`src/rtl/core/u16da_pkg.sv`:
```
package u16da_pkg;

   // ascii code of the character '0'
   localparam logic [5:0] DIGIT_BASE = 6'd48;

   // number of decimal places in a 16-bit value
   localparam int unsigned NUM_PLACES = 5;

   // place weights, ten-thousands down to tens
   localparam logic [13:0] PLACE_WEIGHT [4] = '{14'd10000, 14'd1000, 14'd100, 14'd10};

   typedef logic [3:0] digit_type;

   // one place of the conversion: the digit and what is left below it
   typedef struct packed {
      digit_type   digit;
      logic [15:0] rest;
   } split_type;

   // pipeline stage contents: remainder and the digits found so far
   typedef struct packed {
      logic [15:0]          rest;
      logic [3:0][3:0]      digits;
   } stage_type;

   // extract one decimal digit by parallel compares against its multiples
   function automatic split_type split_digit(input logic [15:0] rest,
                                             input logic [13:0] weight);
      split_type   res;
      logic [17:0] prod;
      logic [17:0] sub;
      res.digit = '0;
      for (int k = 1; k <= 9; k++) begin
         prod = 18'(k) * {4'b0, weight};
         if ({2'b0, rest} >= prod) begin
            res.digit = 4'(k);
         end
      end
      sub      = {14'b0, res.digit} * {4'b0, weight};
      res.rest = rest - sub[15:0];
      return res;
   endfunction

endpackage

```
`src/rtl/core/u16_to_decimal_ascii_core.sv`:
```
// channel   | ports                              | handshake
// ----------+------------------------------------+----------------------------------
// request   | req_value[15:0]                    | start, taken when busy is low
// response  | rsp_digit_char[5:0], rsp_last_char | rsp_strobe, high for each character
//
// a value passes an input register and four digit stages (one decimal place
// each), then a serializer that sends one character per cycle.
// the first character leaves the serializer once the value has passed every stage.
// throughput is set by the serializer's single character output: one character per
// digit (1 to 5), the next value loading on the last; busy rises as the stages fill.
// synchronous reset empties every stage and the serializer.
// the receiver cannot stall; the stages hold their words while the serializer is busy.
module u16_to_decimal_ascii_core (
   input  logic                      clock,
   input  logic                      reset,
   input  logic                      start,
   output logic                      busy,
   input  logic [15:0]               req_value,
   output logic                      rsp_strobe,
   output logic [5:0]                rsp_digit_char,
   output logic                      rsp_last_char
);
   import u16da_pkg::*;

   localparam int unsigned NUM_STAGES = 5;

   stage_type stage_ff [NUM_STAGES];
   stage_type stage_in [NUM_STAGES];
   logic [NUM_STAGES-1:0] valid_ff;
   logic [NUM_STAGES-1:0] valid_in;
   logic [NUM_STAGES-1:0] go;
   logic [NUM_STAGES-1:0] free;

   logic [4:0][3:0] ser_digits_ff;
   logic [4:0][3:0] ser_digits_in;
   logic [2:0]      ser_idx_ff;
   logic [2:0]      ser_idx_in;
   logic            ser_active_ff;
   logic            ser_active_in;
   logic            ser_take;
   logic [2:0]      first_idx;

   // serializer can take a new word on its last character or when empty
   assign ser_take = !ser_active_ff || (ser_idx_ff == 3'(NUM_PLACES - 1));

   // stage flow control, back to front
   always_comb begin
      for (int j = NUM_STAGES - 1; j >= 0; j--) begin
         if (j == NUM_STAGES - 1) begin
            go[j] = valid_ff[j] && ser_take;
         end else begin
            go[j] = valid_ff[j] && free[j+1];
         end
         free[j] = !valid_ff[j] || go[j];
      end
   end

   assign busy = !free[0];

   // stage data and valid bits
   always_comb begin
      split_type sp;
      sp                 = '0;
      stage_in[0]        = stage_ff[0];
      valid_in[0]        = valid_ff[0] && !go[0];
      if (start && !busy) begin
         stage_in[0].rest   = req_value;
         stage_in[0].digits = '0;
         valid_in[0]        = 1'b1;
      end
      for (int j = 1; j < NUM_STAGES; j++) begin
         stage_in[j] = stage_ff[j];
         valid_in[j] = valid_ff[j] && !go[j];
         if (go[j-1]) begin
            sp                       = split_digit(stage_ff[j-1].rest, PLACE_WEIGHT[j-1]);
            stage_in[j].rest         = sp.rest;
            stage_in[j].digits       = stage_ff[j-1].digits;
            stage_in[j].digits[j-1]  = sp.digit;
            valid_in[j]              = 1'b1;
         end
      end
   end

   // first shown place: first nonzero digit, else the units
   always_comb begin
      first_idx = 3'(NUM_PLACES - 1);
      for (int p = 3; p >= 0; p--) begin
         if (stage_ff[NUM_STAGES-1].digits[p] != '0) begin
            first_idx = 3'(p);
         end
      end
   end

   // serializer: load a word or step to the next character
   always_comb begin
      ser_digits_in = ser_digits_ff;
      ser_idx_in    = ser_idx_ff;
      ser_active_in = ser_active_ff;
      if (ser_active_ff && !ser_take) begin
         ser_idx_in = ser_idx_ff + 3'd1;
      end else if (go[NUM_STAGES-1]) begin
         ser_digits_in[3:0] = stage_ff[NUM_STAGES-1].digits;
         ser_digits_in[4]   = stage_ff[NUM_STAGES-1].rest[3:0];
         ser_idx_in         = first_idx;
         ser_active_in      = 1'b1;
      end else begin
         ser_active_in = 1'b0;
      end
   end

   // control registers
   always_ff @(posedge clock) begin
      if (reset) begin
         valid_ff      <= '0;
         ser_active_ff <= 1'b0;
      end else begin
         valid_ff      <= valid_in;
         ser_active_ff <= ser_active_in;
      end
   end

   // payload registers
   always_ff @(posedge clock) begin
      for (int j = 0; j < NUM_STAGES; j++) begin
         stage_ff[j] <= stage_in[j];
      end
      ser_digits_ff <= ser_digits_in;
      ser_idx_ff    <= ser_idx_in;
   end

   // response word
   assign rsp_strobe     = ser_active_ff;
   assign rsp_digit_char = DIGIT_BASE + {2'b0, ser_digits_ff[ser_idx_ff]};
   assign rsp_last_char  = (ser_idx_ff == 3'(NUM_PLACES - 1));

endmodule

```
`config.mk`:
```
export PLATFORM = sky130hd
export DESIGN_NAME = u16_to_decimal_ascii_core
export DESIGN_NICKNAME = d
export VERILOG_FILES = /design/src/rtl/core/u16da_pkg.sv /design/src/rtl/core/u16_to_decimal_ascii_core.sv
export SDC_FILE = /design/constraint.sdc
export NUM_CORES = 1
export LEC_CHECK = 0
export BUFFER_PORTS_ARGS = -buffer_cell sky130_fd_sc_hd__buf_2
export CAP_MARGIN = 20
export CORE_MARGIN = 2
export CORE_UTILIZATION = 30
export CTS_BUF_LIST = sky130_fd_sc_hd__clkbuf_16
export CTS_CLUSTER_SIZE = 28
export DETAILED_ROUTE_END_ITERATION = 10
export SYNTH_ARGS = -nofsm -noshare
export SYNTH_HDL_FRONTEND = slang
export SYNTH_SLANG_ARGS = --single-unit
export TNS_END_PERCENT = 50
```
`constraint.sdc`:
```
create_clock -name clock -period 6.85 [get_ports clock]
set_input_delay 0.685 -clock clock [delete_from_list [all_inputs] [get_ports clock]]
set_output_delay 0.685 -clock clock [all_outputs]
set_load 0.005 [all_outputs]
```
=== After elaboration in Yosys (flattened, before gate mapping) ===
Memory sizes are Yosys's and may differ from the RTL's.
Index checks and enable logic that the tools add are counted.
W data, S select, Z words.

* Bitwise operators: 1
* $add $sub $neg: 6
* Multipliers: 4
* Equal/unequal tests: 1
* Mux-type cells: 56
* Reductions and logical operators: 37
* $lt $le $gt $ge: 34

{| class="wikitable"
|+ Operator list
! cell !! number
|-
| $mux W32 || 5
|-
| $mux W4 || 34
|-
| $ge A16 B10 Y1 const B || 5
|-
| $ge A16 B13 Y1 const B || 4
|-
| $ge A16 B7 Y1 const B || 4
|-
| $ge A16 B16 Y1 const B || 3
|-
| $ge A16 B6 Y1 const B || 3
|-
| $ge A16 B9 Y1 const B || 3
|-
| $ge A16 B12 Y1 const B || 2
|-
| $ge A16 B14 Y1 const B || 2
|-
| $ge A16 B15 Y1 const B || 2
|-
| $ge A16 B5 Y1 const B || 2
|-
| $mux W3 || 6
|-
| $ge A16 B11 Y1 const B || 1
|-
| $ge A16 B4 Y1 const B || 1
|-
| $ge A16 B8 Y1 const B || 1
|-
| $reduce_bool A4 Y1 || 4
|-
| $sub A16 B11 Y16 || 1
|-
| $sub A16 B14 Y16 || 1
|-
| $sub A16 B16 Y16 || 1
|-
| $sub A16 B8 Y16 || 1
|-
| $logic_not A1 Y1 || 13
|-
| $bmux W4 S3 || 1
|-
| $logic_and A1 B1 Y1 || 12
|-
| other kinds (13) || 27
|}

* Memories kept: 1
* RAM bits: 160
* Output and inout bits: 9
* Register bits after elaboration: 29
* Bits of input ports: 19
* Word-level logic and storage cells: 148

{| class="wikitable"
|+ Memories
! memory !! depth !! width !! rd ports !! clocked after memory_dff !! write ports !! RTL line !! text
|-
| stage_ff || 5 || 32 || 5 || 0 || 5 || u16_to_decimal_ascii_core.sv:27 || <nowiki>stage_type stage_ff [NUM_STAGES];</nowiki>
|}

=== Longest topological paths before layout ===
* Depth in word-level cells: 15
* Mapped depth: 23
* Depth with buffers taken out: 22

=== Least setup slack after synthesis ===
No wires, ideal clock.

* Kind: register -> register
* Start point: memory stage_ff[0][54] in the netlist's numbering
* End point: memory stage_ff[0][95] in the netlist's numbering (data pin)
* Arrival time: 5.491 ns
* Path slack: 1.091 ns
* Required time: 6.582 ns
* Path buffers: 1
* Library setup time: 0.268 ns
* Stages on the path, launching flop included: 19
* Clock period less this slack: 5.759 ns
* Cells stage by stage: edfxtp_1 clkbuf_1 nor2_1 o31ai_1 a21oi_1 fa_1 fa_1 ha_1 a21o_1 a21o_1 a21oi_1 xor2_1 ha_1 a21o_1 nor3_1 o211ai_1 a31o_2 a211oi_1 xor2_1

{| class="wikitable"
|+ RTL lines
! what !! RTL line
|-
| start: declaration || u16_to_decimal_ascii_core.sv:27
|}

==> results.md <==
### Synth
- **yosys warns** 0
- **count of flip-flops with a built-in enable after synthesis** 126
- **number of storage elements in the synthesis netlist** 132
- **Main synth FF type** sky130_fd_sc_hd__edfxtp_1
- **Synth area leaders** sky130_fd_sc_hd__edfxtp_1, sky130_fd_sc_hd__ha_1, sky130_fd_sc_hd__fa_1, sky130_fd_sc_hd__a21oi_1, sky130_fd_sc_hd__inv_1
- **fraction of the yosys area taken by sequential cells** 49.34%
- **number of distinct library cells after synthesis** 67
- **post-synthesis instance total** 709
- **synthesized cell area** 7911 um2
- **library cell with the largest summed area after synthesis** sky130_fd_sc_hd__edfxtp_1
- **post-synthesis async set-or-reset flop share** 0%
- **average cell area after synthesis** 11.16 um2
- **Synth top area share** 47.83%

### Worst setup path
- **peak fanout along the critical path** 9
- **critical path arrival** 5890 ps
- **Max stage delay cell, worst path** sky130_fd_sc_hd__or4_1
- **number of cell instances on the worst register-to-register path** 18
- **data required time of the worst path** 7020 ps
- **endpoint type of the worst setup path** register
- **Worst setup SP type** register
- **minimum setup slack among reg-to-reg paths** 1130 ps
- **type of the worst setup path** reg -> reg
- **crit-path cells** or4_1 -> a311oi_1 -> o21ai_0 -> o21ba_2 -> fa_1 -> fa_1 -> ha_1 -> a21o_1 -> a21o_1 -> a21oi_1 -> xor2_1 -> ha_1 -> a21o_1 -> nor3_1 -> o211ai_1 -> a31o_2 -> a211oi_1 -> xor2_1
- **peak per-stage delay on the critical path** 590 ps
- **Worst R2R Start** stage_ff[0][60]$_DFFE_PP_
- **reg-to-reg critical path endpoint** stage_ff[0][95]$_DFFE_PP_
- **library cell appearing most often on the critical path** sky130_fd_sc_hd__a21o_1

### Timing
- **worst clock skew** 11.51 ps
- **count of endpoints failing setup in the final report** 0
- **unrepaired setup endpoints after global routing** false
- **Slew @ Worst Pin** 857.6 ps
- **number of endpoints with negative hold slack in the final report** 0
- **post-layout min period** 5722 ps
- **maximum clock frequency** 0.1748 GHz
- **max_slew headroom** 42.34%
- **Max Transition Viols Final** 0
- **final period utilization** 83.53%
- **TNS Setup** 0 ps

### Clocking
- **clock tree root driver cell** sky130_fd_sc_hd__clkbuf_16
- **buffers inserted by post-CTS timing repair** 0
- **number of buffers inserted during clock tree synthesis** 17
- **Clock transition at path regs** 70 ps
- **clock insertion delay at the later pin of the skew report** 430 ps
- **post-CTS resize count** 0
- **clk sink count** 132
- **number of buffers added to fix hold violations after cts** 0
- **H-tree Lvls** 4
- **maximum root-to-sink buffer count** 2
- **clock tree from TritonCTS** built

### Die
- **Die ar.** 27,690 um2
- **standard-cell rows** 59
- **ports placed on the boundary** 28
- **Placeable Area** 25,980 um2
- **starting density of the core** 30.45%
- **floorplan die height** 166.4 um
- **width of the chip** 166.4 um

### Power and ir drop
- **overall power consumption** 3.933 mW
- **portion of total power attributed to the clock network** 21.8%
- **leakage component of the power** 3.436 nW
- **Internal Pwr Total** 2.405 mW
- **combinational fraction of design power** 48.1%
- **net load switching power** 1.528 mW
- **fraction of power spent switching nets** 38.85%
- **peak supply drop** 0.0002473 V
- **pwr dens** 435.4 nW/um2
- **part of the total power dissipated in sequential elements** 30.1%

### GRT
- **Total GRT Usage** 11.41%
- **largest net degree at the start of global routing** 28
- **antenna violations before repair** 0
- **via count of the first global-routing pass** 5,160
- **Congestion Overflow GR** 0
- **wire length of the first global-routing pass** 25.27 mm

### Final layout
- **proportion of layout cells with a drive suffix above 1** 10.96%
- **Layout area overhead** 14.20%
- **Inserted Diodes** 0
- **most frequent standard cell in the layout excluding fill and tap cells** sky130_fd_sc_hd__edfxtp_1
- **Post-Route Utilization** 34.77%
- **commonest cells after routing, fill and taps aside** sky130_fd_sc_hd__edfxtp_1, sky130_fd_sc_hd__ha_1, sky130_fd_sc_hd__inv_1
- **net count of the finished layout** 842

### Min path
- **path type of the worst min-delay path** reg -> reg
- **Endpoint, Worst Hold** stage_ff[0][66]$_DFFE_PP_
- **launch instance of the worst min-delay path** stage_ff[0][34]$_DFFE_PP_
- **Hold Path Stages** 0

### Flow run
- **number of maximum-capacitance violations** 0

### Detailed routing
- **number of optimization iterations in the first detailed-route pass** 5
- **detailed-routing wirelength on met1** 6.897 mm
- **final routed wirelength across all metal layers** 15.33 mm
- **per-cell routed wire length** 14.04 um
- **total number of vias** 5,400
- **met2 wirelength from detailed routing** 7.644 mm
- **highest metal layer with signal wires** met4
- **routed via count divided by cell count** 4.945
- **DRC errors left** 0
- **number of design-rule violations left by the first detailed-router iteration** 276
- **met3 WL post-DR** 497 um
- **DRT antenna net count** 0

### Outcome
- **outcome** completed

### Placement
- **Final HPWL DP** 11.52 mm
- **gpl congestion** 0.9084
- **port buffer count** 25

cell families (layout without fill, tap and decap cells):
logic type | Yosys count | after routing | share of synthesized area (%)
compound gates | 184 | 184 | 15.82
fa+ha+maj | 79 | 79 | 13.82
flops | 132 | 132 | 49.34
xor+xnor | 38 | 38 | 4.207
mux | 4 | 4 | 0.5061
buf+inv | 72 | 119 | 3.606
other cells | 1 | 2 | 0.04740
simple gates | 199 | 199 | 12.65
per-layer routing:
metal	up-vias	GRT usage (%)
li1	2727	-
met1	2542	13.88
met2	107	19.57
met3	24	2.598
met4	0	4.648
met5	-	0
through the flow:
stage | worst slack [ps] | hold slack (ps) | cells | area, um2
2_1_floorplan | 1091 | 400.3 | 710 | 7915
3_3_place_gp | 1244 | 402.1 | 1058 | 8439
3_5_place_dp | 1138 | 404.5 | 1059 | 8454
4_1_cts | 1122 | 409.5 | 1091 | 9020
5_1_grt | 765.7 | 410.2 | 1092 | 9035
6_report | 1128 | 407.0 | 1092 | 9035
cell usage after synthesis (all sizes together), types with 9 or more instances:
cell type	instances
a21o	19
a21oi	43
clkbuf	14
edfxtp	126
fa	14
ha	65
inv	54
nand2	35
nand3	19
nor2	52
nor2b	15
nor3	27
nor4	10
o211ai	9
o21ai	32
xnor2	21
xor2	17
registers in the layout, summed over array words and instances (netlist names):
register       count
rsp_strobe         1
ser_digits_ff     19
ser_idx_ff         3
stage_ff         104
valid_ff           5
worst max-delay path by stage:
| stage | cells past startpoint | startpoint | end | slack (ps) |
|---|---|---|---|---|
| floorplan | 18 | stage_ff[0][54]$_DFFE_PP_ | stage_ff[0][95]$_DFFE_PP_ | 1090 |
| global placement | 18 | stage_ff[0][60]$_DFFE_PP_ | stage_ff[0][95]$_DFFE_PP_ | 1240 |
| detailed placement | 18 | stage_ff[0][62]$_DFFE_PP_ | stage_ff[0][95]$_DFFE_PP_ | 1140 |
| CTS | 18 | stage_ff[0][60]$_DFFE_PP_ | stage_ff[0][95]$_DFFE_PP_ | 1120 |
| global route | 18 | stage_ff[0][61]$_DFFE_PP_ | stage_ff[0][95]$_DFFE_PP_ | 770 |
| finish | 18 | stage_ff[0][60]$_DFFE_PP_ | stage_ff[0][95]$_DFFE_PP_ | 1130 |
power groups by stage:
stage | Combinational, mW | Sequential (mW) | Clock [mW]
final | 1.89 | 1.19 | 0.857
after global routing | 2.12 | 1.20 | 0.916
after CTS | 1.89 | 1.18 | 0.878
after detailed placement | 1.88 | 1.20 | 0
after global placement | 1.86 | 1.20 | 0
after floorplan | 1.52 | 1.15 | 0
critical path, delay by kind of cell, from the launching register on:
kind	cells	cell delay, ps
AOI/OAI and AO/OA	10	2160
DFF	1	530
and+or+nand+nor	2	730
xor gates and xnor gates	2	300
adders and majority gates	4	1740
final cells by class:
class / instances / area [um2]
Clock buffer: 17 / 425.4
Clock inverter: 15 / 140.1
Fill cell: 2571 / 16950
Inverter: 54 / 202.7
Multi-Input combinational cell: 506 / 3744
Sequential cell: 132 / 3904
Tap cell: 335 / 419.2
Timing Repair Buffer: 33 / 200.2
(Power assumes the default switching activity.)
